$ cat config.mk
export PLATFORM = sky130hd
export DESIGN_NAME = midpoint_ellipse_rasterizer
export DESIGN_NICKNAME = d
export VERILOG_FILES = /design/src/hw/rtl/mer_pkg.sv /design/src/hw/rtl/mer_mul.sv /design/src/hw/rtl/mer_dp.sv /design/src/hw/rtl/mer_ctrl.sv /design/src/hw/rtl/midpoint_ellipse_rasterizer.sv
export SDC_FILE = /design/constraint.sdc
export NUM_CORES = 2
export LEC_CHECK = 0
export BUFFER_PORTS_ARGS = -buffer_cell sky130_fd_sc_hd__buf_2
export CORE_MARGIN = 8
export CORE_UTILIZATION = 65
export DETAILED_ROUTE_END_ITERATION = 7
export GPL_TIMING_DRIVEN = 0
export HOLD_SLACK_MARGIN = 0.03
export PLACE_DENSITY = 0.81
export SLEW_MARGIN = 20
export SYNTH_ARGS = -nofsm -noshare
export SYNTH_HDL_FRONTEND = slang
export SYNTH_SLANG_ARGS = --single-unit
$ cat constraint.sdc
create_clock -name clk_i -period 15.99 [get_ports clk_i]
set_input_delay 1.599 -clock clk_i [delete_from_list [all_inputs] [get_ports clk_i]]
set_output_delay 1.599 -clock clk_i [all_outputs]
set_load 0.01 [all_outputs]
$ cat src/hw/rtl/mer_pkg.sv
// Midpoint ellipse rasterizer: shared widths, codes, state encoding and
// the command/status structs between controller and datapath.
// No dependencies.
`timescale 1ns / 1ps

package mer_pkg;

  localparam int RAD_W = 10;   // semi-axis register width
  localparam int PT_W  = 11;   // point coordinate width
  localparam int OX_W  = 11;   // x offset width
  localparam int OY_W  = 12;   // y offset width, signed
  localparam int SQ_W  = 20;   // squared semi-axis width
  localparam int DEC_W = 48;   // decision / accumulator width, signed
  localparam int MUL_W = 25;   // signed multiplier operand width

  // configuration register indexes
  localparam logic CFG_RADIUS_X = 1'b0;
  localparam logic CFG_RADIUS_Y = 1'b1;

  localparam logic [RAD_W-1:0] RADIUS_X_RST = RAD_W'(2);
  localparam logic [RAD_W-1:0] RADIUS_Y_RST = RAD_W'(3);

  typedef enum logic [4:0] {
    ST_IDLE,
    ST_R0, ST_R1, ST_R2, ST_R3,
    ST_CHK, ST_C1, ST_C2,
    ST_W0, ST_W1, ST_W2, ST_W3, ST_W4, ST_W5,
    ST_EMIT, ST_A1, ST_A2, ST_B1, ST_B2,
    ST_OUT
  } state_e;

  // datapath register update selects
  typedef enum logic [3:0] {
    DP_NOP,
    DP_INIT,      // offsets to top point, region one, clear done
    DP_LD_SQX,
    DP_LD_SQY,
    DP_LD_DEC0,   // dec = 4*b2 + a2*(1-4ry)
    DP_LD_T1,
    DP_SET_R2,
    DP_ACC_T1,    // t1 += 4*prod
    DP_SW_DEC,    // dec = t1 - 4*prod
    DP_HOLD_PTS,
    DP_HOLD_FIN,
    DP_A1,        // dec += 4*prod, x++
    DP_A2,        // dec -= 8*prod, y--
    DP_B1,        // dec -= 4*prod, y--
    DP_B2,        // dec += 8*prod, x++
    DP_OUT
  } dp_op_e;

  // multiplier operand pair selects
  typedef enum logic [3:0] {
    MUL_RX_RX,
    MUL_RY_RY,
    MUL_A2_K0,    // a2 * (1 - 4ry)
    MUL_A2_TY1,   // a2 * (2y - 1)
    MUL_B2_XP1,   // b2 * (x + 1)
    MUL_TX1_SQ,   // (2x + 1)^2
    MUL_B2_P,     // b2 * prod
    MUL_YM1_SQ,   // (y - 1)^2
    MUL_A2_P,     // a2 * prod
    MUL_A2_B2,
    MUL_B2_TX3,   // b2 * (2x + 3)
    MUL_A2_YM1,   // a2 * (y - 1)
    MUL_A2_TY3    // a2 * (2y - 3)
  } mul_op_e;

  typedef struct packed {
    dp_op_e  op;
    mul_op_e mul;
  } cmd_t;

  typedef struct packed {
    logic done;
    logic region;
    logic dec_neg;
    logic dec_pos;
    logic cmp_gt;
    logic out_free;
  } sts_t;

endpackage

$ cat src/hw/rtl/mer_mul.sv
// Registered signed multiplier shared by all datapath products.
// Depends on mer_pkg.
`timescale 1ns / 1ps

module mer_mul
  import mer_pkg::*;
(
  input  logic                    clk_i,
  input  logic signed [MUL_W-1:0] a_i,
  input  logic signed [MUL_W-1:0] b_i,
  output logic signed [DEC_W-1:0] prod_o
);

  logic signed [2*MUL_W-1:0] full;
  logic signed [DEC_W-1:0]   prod_q;

  assign full = a_i * b_i;

  always_ff @(posedge clk_i) begin
    prod_q <= full[DEC_W-1:0];
  end

  assign prod_o = prod_q;

endmodule

$ cat src/hw/rtl/mer_dp.sv
// Datapath: semi-axis registers, offsets, squares, decision value,
// operand select for the shared multiplier, result hold and output word.
// Depends on mer_pkg and mer_mul.
`timescale 1ns / 1ps

module mer_dp
  import mer_pkg::*;
(
  input  logic            clk_i,
  input  logic            rst_ni,
  input  logic            cfg_we_i,
  input  logic            cfg_idx_i,
  input  logic [RAD_W-1:0] cfg_data_i,
  input  cmd_t            cmd_i,
  output sts_t            sts_o,
  input  logic            out_stall_i,
  output logic            out_valid_o,
  output logic [PT_W-1:0] px_right_o,
  output logic [PT_W-1:0] px_left_o,
  output logic [PT_W-1:0] py_low_o,
  output logic [PT_W-1:0] py_high_o,
  output logic            points_valid_o,
  output logic            in_region_two_o,
  output logic            last_step_o,
  output logic            finished_o
);

  typedef int sint;

  logic [RAD_W-1:0]        rx_q, ry_q;
  logic [OX_W-1:0]         x_q;
  logic signed [OY_W-1:0]  y_q;
  logic [SQ_W-1:0]         sqx_q, sqy_q;
  logic signed [DEC_W-1:0] dec_q, t1_q;
  logic                    region_q, done_q;

  logic [PT_W-1:0]         hpr_q, hpl_q, hpyl_q, hpyh_q;
  logic                    hvalid_q, hregion_q, hfin_q;

  logic                    out_valid_q;
  logic [PT_W-1:0]         opr_q, opl_q, opyl_q, opyh_q;
  logic                    opv_q, oreg_q, olast_q, ofin_q;

  logic signed [MUL_W-1:0] op_a, op_b;
  logic signed [DEC_W-1:0] prod, prod2, prod4, prod8;

  logic [OX_W:0]           xp1, tx1;
  logic [OX_W+1:0]         tx3;
  logic signed [OY_W+1:0]  ty1, ty3;
  logic signed [OY_W:0]    ym1;
  logic signed [OY_W:0]    k0;
  logic                    last;
  logic                    out_load;

  mer_mul u_mul (
    .clk_i  (clk_i),
    .a_i    (op_a),
    .b_i    (op_b),
    .prod_o (prod)
  );

  assign xp1 = {1'b0, x_q} + (OX_W+1)'(1);
  assign tx1 = {x_q, 1'b1};
  assign tx3 = {1'b0, x_q, 1'b1} + (OX_W+2)'(2);
  assign ty1 = $signed({y_q[OY_W-1], y_q, 1'b1}) - (OY_W+2)'(sint'(2));
  assign ty3 = $signed({y_q[OY_W-1], y_q, 1'b1}) - (OY_W+2)'(sint'(4));
  assign ym1 = $signed({y_q[OY_W-1], y_q}) - (OY_W+1)'(sint'(1));
  assign k0  = (OY_W+1)'(sint'(1)) - $signed({1'b0, ry_q, 2'b00});

  always_comb begin
    op_a = '0;
    op_b = '0;
    unique case (cmd_i.mul)
      MUL_RX_RX: begin
        op_a = MUL_W'(rx_q);
        op_b = MUL_W'(rx_q);
      end
      MUL_RY_RY: begin
        op_a = MUL_W'(ry_q);
        op_b = MUL_W'(ry_q);
      end
      MUL_A2_K0: begin
        op_a = MUL_W'(sqx_q);
        op_b = MUL_W'(k0);
      end
      MUL_A2_TY1: begin
        op_a = MUL_W'(sqx_q);
        op_b = MUL_W'(ty1);
      end
      MUL_B2_XP1: begin
        op_a = MUL_W'(sqy_q);
        op_b = MUL_W'(xp1);
      end
      MUL_TX1_SQ: begin
        op_a = MUL_W'(tx1);
        op_b = MUL_W'(tx1);
      end
      MUL_B2_P: begin
        op_a = MUL_W'(sqy_q);
        op_b = prod[MUL_W-1:0];
      end
      MUL_YM1_SQ: begin
        op_a = MUL_W'(ym1);
        op_b = MUL_W'(ym1);
      end
      MUL_A2_P: begin
        op_a = MUL_W'(sqx_q);
        op_b = prod[MUL_W-1:0];
      end
      MUL_A2_B2: begin
        op_a = MUL_W'(sqx_q);
        op_b = MUL_W'(sqy_q);
      end
      MUL_B2_TX3: begin
        op_a = MUL_W'(sqy_q);
        op_b = MUL_W'(tx3);
      end
      MUL_A2_YM1: begin
        op_a = MUL_W'(sqx_q);
        op_b = MUL_W'(ym1);
      end
      MUL_A2_TY3: begin
        op_a = MUL_W'(sqx_q);
        op_b = MUL_W'(ty3);
      end
      default: begin
        op_a = '0;
        op_b = '0;
      end
    endcase
  end

  assign prod2 = {prod[DEC_W-2:0], 1'b0};
  assign prod4 = {prod[DEC_W-3:0], 2'b00};
  assign prod8 = {prod[DEC_W-4:0], 3'b000};

  assign last     = hvalid_q & hregion_q & y_q[OY_W-1];
  assign out_load = (cmd_i.op == DP_OUT);

  // config and control state
  always_ff @(posedge clk_i or negedge rst_ni) begin
    if (!rst_ni) begin
      rx_q        <= RADIUS_X_RST;
      ry_q        <= RADIUS_Y_RST;
      region_q    <= 1'b0;
      done_q      <= 1'b1;
      out_valid_q <= 1'b0;
    end else begin
      if (cfg_we_i && cfg_idx_i == CFG_RADIUS_X) begin
        rx_q <= cfg_data_i;
      end
      if (cfg_we_i && cfg_idx_i == CFG_RADIUS_Y) begin
        ry_q <= cfg_data_i;
      end
      if (out_load) begin
        out_valid_q <= 1'b1;
      end else if (!out_stall_i) begin
        out_valid_q <= 1'b0;
      end
      unique case (cmd_i.op)
        DP_INIT: begin
          region_q <= 1'b0;
          done_q   <= 1'b0;
        end
        DP_SET_R2: region_q <= 1'b1;
        DP_OUT:    done_q   <= done_q | last;
        default:   ;
      endcase
    end
  end

  // payload
  always_ff @(posedge clk_i) begin
    unique case (cmd_i.op)
      DP_INIT: begin
        x_q <= '0;
        y_q <= OY_W'(ry_q);
      end
      DP_LD_SQX:  sqx_q <= prod[SQ_W-1:0];
      DP_LD_SQY:  sqy_q <= prod[SQ_W-1:0];
      DP_LD_DEC0: dec_q <= DEC_W'({sqy_q, 2'b00}) + prod;
      DP_LD_T1:   t1_q  <= prod;
      DP_ACC_T1:  t1_q  <= t1_q + prod4;
      DP_SW_DEC:  dec_q <= t1_q - prod4;
      DP_HOLD_PTS: begin
        hpr_q     <= PT_W'(rx_q) + x_q;
        hpl_q     <= PT_W'(rx_q) - x_q;
        hpyl_q    <= PT_W'(ry_q) + y_q[PT_W-1:0];
        hpyh_q    <= PT_W'(ry_q) - y_q[PT_W-1:0];
        hvalid_q  <= 1'b1;
        hregion_q <= region_q;
        hfin_q    <= 1'b0;
      end
      DP_HOLD_FIN: begin
        hpr_q     <= '0;
        hpl_q     <= '0;
        hpyl_q    <= '0;
        hpyh_q    <= '0;
        hvalid_q  <= 1'b0;
        hregion_q <= 1'b0;
        hfin_q    <= 1'b1;
      end
      DP_A1: begin
        dec_q <= dec_q + prod4;
        x_q   <= x_q + OX_W'(1);
      end
      DP_A2: begin
        dec_q <= dec_q - prod8;
        y_q   <= y_q - OY_W'(1);
      end
      DP_B1: begin
        dec_q <= dec_q - prod4;
        y_q   <= y_q - OY_W'(1);
      end
      DP_B2: begin
        dec_q <= dec_q + prod8;
        x_q   <= x_q + OX_W'(1);
      end
      DP_OUT: begin
        opr_q   <= hpr_q;
        opl_q   <= hpl_q;
        opyl_q  <= hpyl_q;
        opyh_q  <= hpyh_q;
        opv_q   <= hvalid_q;
        oreg_q  <= hregion_q;
        olast_q <= last;
        ofin_q  <= hfin_q;
      end
      default: ;
    endcase
  end

  assign sts_o.done     = done_q;
  assign sts_o.region   = region_q;
  assign sts_o.dec_neg  = dec_q[DEC_W-1];
  assign sts_o.dec_pos  = !dec_q[DEC_W-1] && (dec_q != '0);
  assign sts_o.cmp_gt   = (t1_q > prod2);
  assign sts_o.out_free = !out_valid_q || !out_stall_i;

  assign out_valid_o     = out_valid_q;
  assign px_right_o      = opr_q;
  assign px_left_o       = opl_q;
  assign py_low_o        = opyl_q;
  assign py_high_o       = opyh_q;
  assign points_valid_o  = opv_q;
  assign in_region_two_o = oreg_q;
  assign last_step_o     = olast_q;
  assign finished_o      = ofin_q;

`ifndef NO_ASSERTIONS
  a_fin_no_points: assert property (@(posedge clk_i) disable iff (!rst_ni)
    out_valid_q && ofin_q |-> !opv_q && !olast_q)
    else $error("finished word carries points");

  a_last_sets_done: assert property (@(posedge clk_i) disable iff (!rst_ni)
    out_load && last |=> done_q)
    else $error("done not set after last point group");
`endif

endmodule

$ cat src/hw/rtl/mer_ctrl.sv
// Controller: sequences restart setup, region test, region switch and
// decision update through the shared multiplier, one product per cycle unless the output stalls.
// Depends on mer_pkg.
`timescale 1ns / 1ps

module mer_ctrl
  import mer_pkg::*;
(
  input  logic clk_i,
  input  logic rst_ni,
  input  logic in_valid_i,
  output logic in_stall_o,
  input  logic restart_i,
  input  sts_t sts_i,
  output cmd_t cmd_o
);

  state_e state_q, state_d;
  logic   accept;

  assign in_stall_o = (state_q != ST_IDLE);
  assign accept     = in_valid_i && !in_stall_o;

  always_ff @(posedge clk_i or negedge rst_ni) begin
    if (!rst_ni) begin
      state_q <= ST_IDLE;
    end else begin
      state_q <= state_d;
    end
  end

  always_comb begin
    state_d = state_q;
    unique case (state_q)
      ST_IDLE: begin
        if (accept) begin
          state_d = restart_i ? ST_R0 : ST_CHK;
        end
      end
      ST_R0: state_d = ST_R1;
      ST_R1: state_d = ST_R2;
      ST_R2: state_d = ST_R3;
      ST_R3: state_d = ST_CHK;
      ST_CHK: begin
        priority if (sts_i.done) begin
          state_d = ST_OUT;
        end else if (!sts_i.region) begin
          state_d = ST_C1;
        end else begin
          state_d = ST_EMIT;
        end
      end
      ST_C1: state_d = ST_C2;
      ST_C2: state_d = sts_i.cmp_gt ? ST_EMIT : ST_W0;
      ST_W0: state_d = ST_W1;
      ST_W1: state_d = ST_W2;
      ST_W2: state_d = ST_W3;
      ST_W3: state_d = ST_W4;
      ST_W4: state_d = ST_W5;
      ST_W5: state_d = ST_EMIT;
      ST_EMIT: state_d = sts_i.region ? ST_B1 : ST_A1;
      ST_A1: state_d = sts_i.dec_neg ? ST_OUT : ST_A2;
      ST_A2: state_d = ST_OUT;
      ST_B1: state_d = sts_i.dec_pos ? ST_OUT : ST_B2;
      ST_B2: state_d = ST_OUT;
      ST_OUT: begin
        if (sts_i.out_free) begin
          state_d = ST_IDLE;
        end
      end
      default: state_d = ST_IDLE;
    endcase
  end

  always_comb begin
    cmd_o.op  = DP_NOP;
    cmd_o.mul = MUL_RX_RX;
    unique case (state_q)
      ST_IDLE: ;
      ST_R0: begin
        cmd_o.op  = DP_INIT;
        cmd_o.mul = MUL_RX_RX;
      end
      ST_R1: begin
        cmd_o.op  = DP_LD_SQX;
        cmd_o.mul = MUL_RY_RY;
      end
      ST_R2: begin
        cmd_o.op  = DP_LD_SQY;
        cmd_o.mul = MUL_A2_K0;
      end
      ST_R3: cmd_o.op = DP_LD_DEC0;
      ST_CHK: begin
        if (sts_i.done) begin
          cmd_o.op = DP_HOLD_FIN;
        end
        cmd_o.mul = MUL_A2_TY1;
      end
      ST_C1: begin
        cmd_o.op  = DP_LD_T1;
        cmd_o.mul = MUL_B2_XP1;
      end
      ST_C2: ;
      ST_W0: begin
        cmd_o.op  = DP_SET_R2;
        cmd_o.mul = MUL_TX1_SQ;
      end
      ST_W1: cmd_o.mul = MUL_B2_P;
      ST_W2: begin
        cmd_o.op  = DP_LD_T1;
        cmd_o.mul = MUL_YM1_SQ;
      end
      ST_W3: cmd_o.mul = MUL_A2_P;
      ST_W4: begin
        cmd_o.op  = DP_ACC_T1;
        cmd_o.mul = MUL_A2_B2;
      end
      ST_W5: cmd_o.op = DP_SW_DEC;
      ST_EMIT: begin
        cmd_o.op  = DP_HOLD_PTS;
        cmd_o.mul = sts_i.region ? MUL_A2_TY3 : MUL_B2_TX3;
      end
      ST_A1: begin
        cmd_o.op  = DP_A1;
        cmd_o.mul = MUL_A2_YM1;   // uses y before decrement, i.e. new y
      end
      ST_A2: cmd_o.op = DP_A2;
      ST_B1: begin
        cmd_o.op  = DP_B1;
        cmd_o.mul = MUL_B2_XP1;   // x still old here
      end
      ST_B2: cmd_o.op = DP_B2;
      ST_OUT: begin
        if (sts_i.out_free) begin
          cmd_o.op = DP_OUT;
        end
      end
      default: ;
    endcase
  end

`ifndef NO_ASSERTIONS
  a_restart_setup: assert property (@(posedge clk_i) disable iff (!rst_ni)
    accept && restart_i |=> state_q == ST_R0)
    else $error("restart word did not enter setup");

  a_out_holds: assert property (@(posedge clk_i) disable iff (!rst_ni)
    state_q == ST_OUT && !sts_i.out_free |=> state_q == ST_OUT)
    else $error("result dropped while output stalled");
`endif

endmodule

$ cat src/hw/rtl/midpoint_ellipse_rasterizer.sv
// Midpoint ellipse rasterizer top level: controller plus datapath.
// Depends on mer_pkg, mer_ctrl, mer_dp (and mer_mul below it).
//
//  channel | handshake                  | payload
//  --------+----------------------------+------------------------------------
//  in      | in_valid_i / in_stall_o    | restart_i
//  out     | out_valid_o / out_stall_i  | px_right_o px_left_o py_low_o
//          |                            | py_high_o points_valid_o
//          |                            | in_region_two_o last_step_o finished_o
//  cfg     | cfg_we_i (no wait)         | cfg_idx_i cfg_data_i
//
// One word at a time: a finished word goes straight to the output; a step
// adds W0..W5 when it switches region, and a restart runs R0..R3 first.
// Each step is a chain of products through one shared registered multiplier.
// The next word is taken the cycle after the result enters the output register.
// Reset: idle and finished until a restart word; radii 2 and 3.
// A stalled output holds its word; a new word is taken meanwhile.
`timescale 1ns / 1ps

module midpoint_ellipse_rasterizer
  import mer_pkg::*;
(
  input  logic             clk_i,
  input  logic             rst_ni,
  input  logic             cfg_we_i,
  input  logic             cfg_idx_i,
  input  logic [RAD_W-1:0] cfg_data_i,
  input  logic             in_valid_i,
  output logic             in_stall_o,
  input  logic             restart_i,
  output logic             out_valid_o,
  input  logic             out_stall_i,
  output logic [PT_W-1:0]  px_right_o,
  output logic [PT_W-1:0]  px_left_o,
  output logic [PT_W-1:0]  py_low_o,
  output logic [PT_W-1:0]  py_high_o,
  output logic             points_valid_o,
  output logic             in_region_two_o,
  output logic             last_step_o,
  output logic             finished_o
);

  cmd_t cmd;
  sts_t sts;

  mer_ctrl u_ctrl (
    .clk_i      (clk_i),
    .rst_ni     (rst_ni),
    .in_valid_i (in_valid_i),
    .in_stall_o (in_stall_o),
    .restart_i  (restart_i),
    .sts_i      (sts),
    .cmd_o      (cmd)
  );

  mer_dp u_dp (
    .clk_i           (clk_i),
    .rst_ni          (rst_ni),
    .cfg_we_i        (cfg_we_i),
    .cfg_idx_i       (cfg_idx_i),
    .cfg_data_i      (cfg_data_i),
    .cmd_i           (cmd),
    .sts_o           (sts),
    .out_stall_i     (out_stall_i),
    .out_valid_o     (out_valid_o),
    .px_right_o      (px_right_o),
    .px_left_o       (px_left_o),
    .py_low_o        (py_low_o),
    .py_high_o       (py_high_o),
    .points_valid_o  (points_valid_o),
    .in_region_two_o (in_region_two_o),
    .last_step_o     (last_step_o),
    .finished_o      (finished_o)
  );

endmodule
# --- Yosys cells after proc, flatten, opt, wreduce, memory -nomap -nowiden ---
# Cells that the tools add are included.
word_totals:
  ff_bits: 330
  input_bits: 17
  out_inout_bits: 50
  elab_cells: 164
classes:
  n_addsub: 19
  multipliers: 1
  order_cmp: 1
  eq_ne: 49
  mux: 32
  bitwise_logic: 4
  n_reduce_logical: 30
op_table:
  columns: ["op", "count"]
  rows:
  - ["case mux 48 bit (6 select lines)", 1]
  - ["case mux 25 bit (11 select lines)", 1]
  - ["case mux 25 bit (6 select lines)", 1]
  - ["adder 48 bit", 3]
  - ["subtractor 48 bit", 3]
  - ["case mux 11 bit (2 select lines)", 5]
  - ["case mux 48 bit (2 select lines)", 1]
  - ["case mux 5 bit (19 select lines)", 1]
  - ["case mux 4 bit (15 select lines)", 1]
  - ["== test 4 bit, second input constant", 13]
  - ["adder 22 x 48 -> 48 bit", 1]
  - ["greater-than comparator 48 bit", 1]
  - ["multiplier 25 x 25 -> 48 bit", 1]
  - ["nonzero test 48 bit", 1]
  - ["case mux 4 bit (11 select lines)", 1]
  - ["== test 5 x 4 -> 1 bit, second input constant", 8]
  - ["== test 4 x 3 -> 1 bit, second input constant", 8]
  - ["case mux 12 bit (2 select lines)", 1]
  - ["adder 10 x 11 -> 11 bit", 2]
  - ["subtractor 10 x 11 -> 11 bit", 2]
  - ["== test 5 x 3 -> 1 bit, second input constant", 4]
  - ["== test 5 bit, second input constant", 4]
  - ["two-way mux 5 bit", 4]
  - ["== test 4 x 2 -> 1 bit, second input constant", 4]
  - ["33 further kinds", 64]

# --- Depth between registers and ports, before layout ---
depth:
  depth_word: 7
  mapped_depth: 39
  depth_no_buf: 37

# --- Hierarchy ---
# Synthesis repeated with hierarchy kept, for this count alone.
hier_totals:
  cells_unflattened: 5683
  area_unflattened_um2: 51191.6
by_module_without_submodules:
  columns: ["module", "instances", "cells_per_inst", "area_each_um2", "seq_area_each_um2"]
  rows:
  - ["mer_dp", 1, 3147, 27298.7, 8087.8]
  - ["mer_mul", 1, 2429, 23163.5, 960.9]
  - ["mer_ctrl", 1, 107, 729.4, 125.1]

# --- Worst setup path after synthesis ---
# No wires, ideal clock.
synth_path:
  kind: "reg2reg"
  start: "register u_ctrl.state_q[0]"
  end: "register u_dp.t1_q[10], enable pin"
  setup_time_ps: 698
  arrival_time_ps: 8343
  t_required_ps: 15292
  slack_ps: 6949
  path_stages_with_launch: 6
  path_buffers: 4
  synth_period_minus_slack_ps: 9041
  cell_sequence: "dfrtp_1 > clkbuf_1 > buf_2 > clkbuf_1 > clkbuf_1 > a2111oi_0"
synth_between:
  elab_chain_cells: 5
  word_cells_on_any_way: 21
  cone_classes: "eq/ne: 18; mux: 1; reduce/logical: 2"
synth_lines:
  columns: ["element", "line", "source"]
  rows:
  - ["start: declaration", "mer_ctrl.sv:18", "state_e state_q, state_d;"]
  - ["start signal: assignment", "mer_ctrl.sv:28", "state_q <= state_d;"]
  - ["== test 5 x 3 -> 1 bit or == test 5 x 4 -> 1 bit (tied branches)", "mer_ctrl.sv:78", "unique case (state_q)"]
  - ["OR reduction 2 bit (no line)", null, null]
  - ["case mux 4 bit (15 select lines) (*)", "mer_ctrl.sv:78", null]
  - ["== test 4 x 3 -> 1 bit", "mer_dp.sv:174", "unique case (cmd_i.op)"]
  - ["nonzero test 2 bit (no line) (*)", null, null]
  - ["end signal: assignment", "mer_dp.sv:182", "DP_LD_T1: t1_q <= prod;"]
  - ["end signal: assignment", "mer_dp.sv:183", "DP_ACC_T1: t1_q <= t1_q + prod4;"]
  - ["end: declaration", "mer_dp.sv:34", "logic signed [DEC_W-1:0] dec_q, t1_q;"]
# Every way passes the cells marked *; elsewhere a longest branch is shown, timed or not.
# A chain may end at the register's enable or synchronous reset.

# --- Final worst setup path ---
layout_path:
  start: "register u_ctrl.state_q[0]"
  end: "register u_dp.u_mul.prod_q[47], in the netlist u_dp.u_mul.prod_o[47]"
layout_between:
  elab_chain_cells: 7
  word_cells_on_any_way: 34
  cone_classes: "mul: 1; eq/ne: 24; mux: 3; reduce/logical: 6"
layout_lines:
  columns: ["element", "line", "source"]
  rows:
  - ["== test 5 x 3 -> 1 bit or == test 5 bit (tied branches)", "mer_ctrl.sv:78", null]
  - ["OR reduction 2 bit (no line)", null, null]
  - ["case mux 4 bit (11 select lines) (*)", "mer_ctrl.sv:78", null]
  - ["== test 4 x 2 -> 1 bit (tied with other cells)", "mer_dp.sv:73", "unique case (cmd_i.mul)"]
  - ["OR reduction 6 bit (no line) (tied with other cells)", null, null]
  - ["case mux 25 bit (6 select lines) or case mux 25 bit (11 select lines) (tied branches)", "mer_dp.sv:73", null]
  - ["multiplier 25 x 25 -> 48 bit (*)", "mer_mul.sv:17", "assign full = a_i * b_i;"]
  - ["named net u_dp.u_mul.full[47]", "mer_mul.sv:14", "logic signed [2*MUL_W-1:0] full;"]
  - ["end signal: assignment", "mer_mul.sv:20", "prod_q <= full[DEC_W-1:0];"]
  - ["end: declaration", "mer_mul.sv:15", "logic signed [DEC_W-1:0] prod_q;"]
# Mark *: on every way through the listed nets, which the timed path passes. The rest lies on a longest branch.

==> summary.txt <==
Status
  • Outcome: complete, no violations

Drt
  • Wire per inst: between 20 and 30 µm
  • WL final: 175000 µm
  • Vias per Instance: 6.58
  • Routed Antenna Nets: 0
  • DRC: 0
  • Via count: 44091
  • Pre-antenna DRT Iters: 7
  • Initial DRC Count: 6142

Synth
  • Commonest cells in the netlist: 820 x inv_1, 587 x fa_1, 573 x nand2_1, 532 x nor2_1, 428 x ha_1
  • Top_reg_cell synth: edfxtp_1
  • Top cell type's share of synthesized area: 0.241
  • Synth Warn #: 0
  • Post-Synthesis Mean Instance Area: 8.77 µm²
  • Seq/Total Area, Yosys: 0.188
  • Share of flip-flops with an asynchronous set or reset: 0.0859
  • Area leader, netlist: fa_1
  • EDFF count, synth: 250
  • #FFs+latches synth: 326
  • Top area cells in the synthesized netlist: fa_1 24%, edfxtp_1 15%, ha_1 11%
  • Mapped Nets: 6592
  • Most frequent cell after synthesis: inv_1
  • Yosys cell types: 101
  • Cell area after synthesis: 48800 µm²
  • Synth Instances: 5560

Setup path
  • CP Buf/Inv Count: 8
  • WS Path Type: reg -> reg
  • Reg2reg start: u_ctrl.state_q[0]
  • CP max FO: 10
  • Most used cell, CP: fa_1
  • Slowest stage delay, CP: 990 ps
  • Reg2reg path depth: 34
  • CP max stage cell: nor4_1
  • Worst setup SP type: flip-flop
  • RR Endpoint: u_dp.u_mul.prod_o[47]
  • Crit-path leading delay family: adder cells
  • Setup crit end kind: flip-flop
  • Flop2flop setup slack: 4000 ps
  • CP arrival: ~12000 ps
  • Data required, critical path: 16500 ps

Finish
  • Final #Nets: approximately 6700
  • Synth-to-Final Area Change: 6.66%
  • Layout cells sized above 1: 0.0527
  • Fin area: 52000 µm²
  • Number of fill cells: 5983

Placement
  • PortBufs: between 60 and 70
  • Placed cell areas: ~51000 µm²
  • Dpl ws: 4450 ps
  • HPWL after DPL: 140000 µm
  • Placer congestion estimate: 1.10

GRT
  • Total grt overflow: 0
  • Antenna violations before repair: 5
  • Largest net degree at the start of global routing: 30
  • Tot GR Track Use: 0.402
  • Vias in the first global route: 43185
  • First-pass GRT wire length: 260000 µm

Min path
  • Min-Delay Startpoint: u_dp.hpl_q[10]
  • Hold Crit Depth: 0
  • Endpoint, Worst Hold: u_dp.px_left_o[10]
  • Worst hold path class: reg -> reg

STA
  • Skew final: 44.9 ps
  • Slew HR: 0.137
  • Actual slew at the worst max-slew pin: around 1300 ps
  • Finish-stage setup viols: 0
  • Max Slew Vio Count: 0
  • F_max: 83.4 MHz
  • Final setup margin: 4000 ps
  • Hold WS: 418 ps
  • Min cycle time layout: 11990 ps
  • Endpoints failing hold: 0
  • Setup TNS: 0 ps
  • RSZ-0062 raised after global routing: no
  • Final period utilization: 0.750

Clock network
  • Hold-fix buffers, CTS: 0
  • CTS HTree Levels: 2
  • Cts repair resizes: 0
  • TritonCTS clock tree: built
  • Clk buf depth: 3
  • Post-CTS Setup Bufs: 0
  • Num CTS Buffers: 40
  • Clock transition at path regs: 60 ps
  • Sink Count: 326
  • Root buffer cell: clkbuf_16
  • Clock latency on the worst-skew pair: 610 ps

Job
  • Max-Cap Viols: 0

Floorplanning
  • Die outline width: between 200 and 300 µm
  • Die area: 84000 µm²
  • Num ports: 67
  • Core area: 74300 µm²
  • FP Rows: 100
  • Initial core utilization: 0.656
  • Die span in y: 290 µm
## cell type report
class / count / area, µm² / share of cell area
Multi-Input combinational cell: 4175 / 35600 / 0.685
Sequential cell: 326 / 9170 / 0.176
Inverter: 824 / 3090 / 0.0595
Tap cell: 969 / 1210 / 0.0233
Clock buffer: 54 / 1160 / 0.0223
Buffer: 235 / 952 / 0.0183
Timing Repair Buffer: 92 / 547 / 0.0105
Clock inverter: 20 / 229 / 0.00440
Antenna cell: 6 / 15.0 / 0.000289
## routing by layer
metal	GRT usage	wire, µm	part of all wire	up-vias
met5	0	0	0	-
met4	0.198	10700	0.061	0
met3	0.124	24700	0.14	700
met2	0.600	74000	0.42	3262
met1	0.530	65500	0.37	21299
li1	-	-	-	18830
## worst max-delay path by stage
| stage | slack [ps] | end | from | cells past startpoint |
|---|---|---|---|---|
| 2_1_floorplan | 6950 | u_dp.t1_q[10] | u_ctrl.state_q[0] | 5 |
| 3_3_place_gp | 1890 | u_dp.t1_q[46] | u_ctrl.state_q[0] | 5 |
| 3_5_place_dp | 4450 | u_dp.u_mul.prod_o[44] | u_dp.y_q[1] | 38 |
| 4_1_cts | 4380 | u_dp.u_mul.prod_o[44] | u_dp.y_q[1] | 38 |
| 5_1_grt | 3680 | u_dp.u_mul.prod_o[47] | u_ctrl.state_q[0] | 34 |
| 6_report | 4000 | u_dp.u_mul.prod_o[47] | u_ctrl.state_q[0] | 34 |
## layout by cell type, fill, tap and decap left out, types with 84 or more instances in the layout
cell type  instances
a21oi_1          314
a21o_1           133
buf_2            123
nand2_1          573
inv_1            820
clkbuf_1         191
fa_1             586
xor2_1            88
ha_1             428
nor2_1           531
edfxtp_1         250
xnor2_1          312
o21ai_0          220
nand3_1           84
## state kept, by name, indices dropped and copies added (netlist names), 11 cells and up
name / count
u_dp.sqx_q: 20
u_dp.t1_q: 48
u_dp.dec_q: 48
u_dp.px_left_o: 11
u_dp.u_mul.prod_o: 48
u_dp.hpr_q: 11
u_dp.sqy_q: 20
u_dp.hpyl_q: 11
u_dp.y_q: 12
u_dp.x_q: 11
u_dp.py_low_o: 11
## cell families after synthesis
family / share of synthesized area
xor gates and xnor gates: 0.0719
and+or+nand+nor: 0.147
muxes: 0.00457
DFF: 0.188
adders and majority gates: 0.351
buffers and inverters: 0.0829
AOI/OAI and AO/OA: 0.154
## metrics by stage
stage                     utilization  std cells
after CTS                       0.699       6691
after floorplan                     -       5560
final                           0.700       6701
after detailed placement        0.681       6617
after global routing            0.700       6696
after global placement          0.677       6595
Power is not shown: default switching activity piles up to over one toggle a cycle in this logic, so the estimate is an artifact.
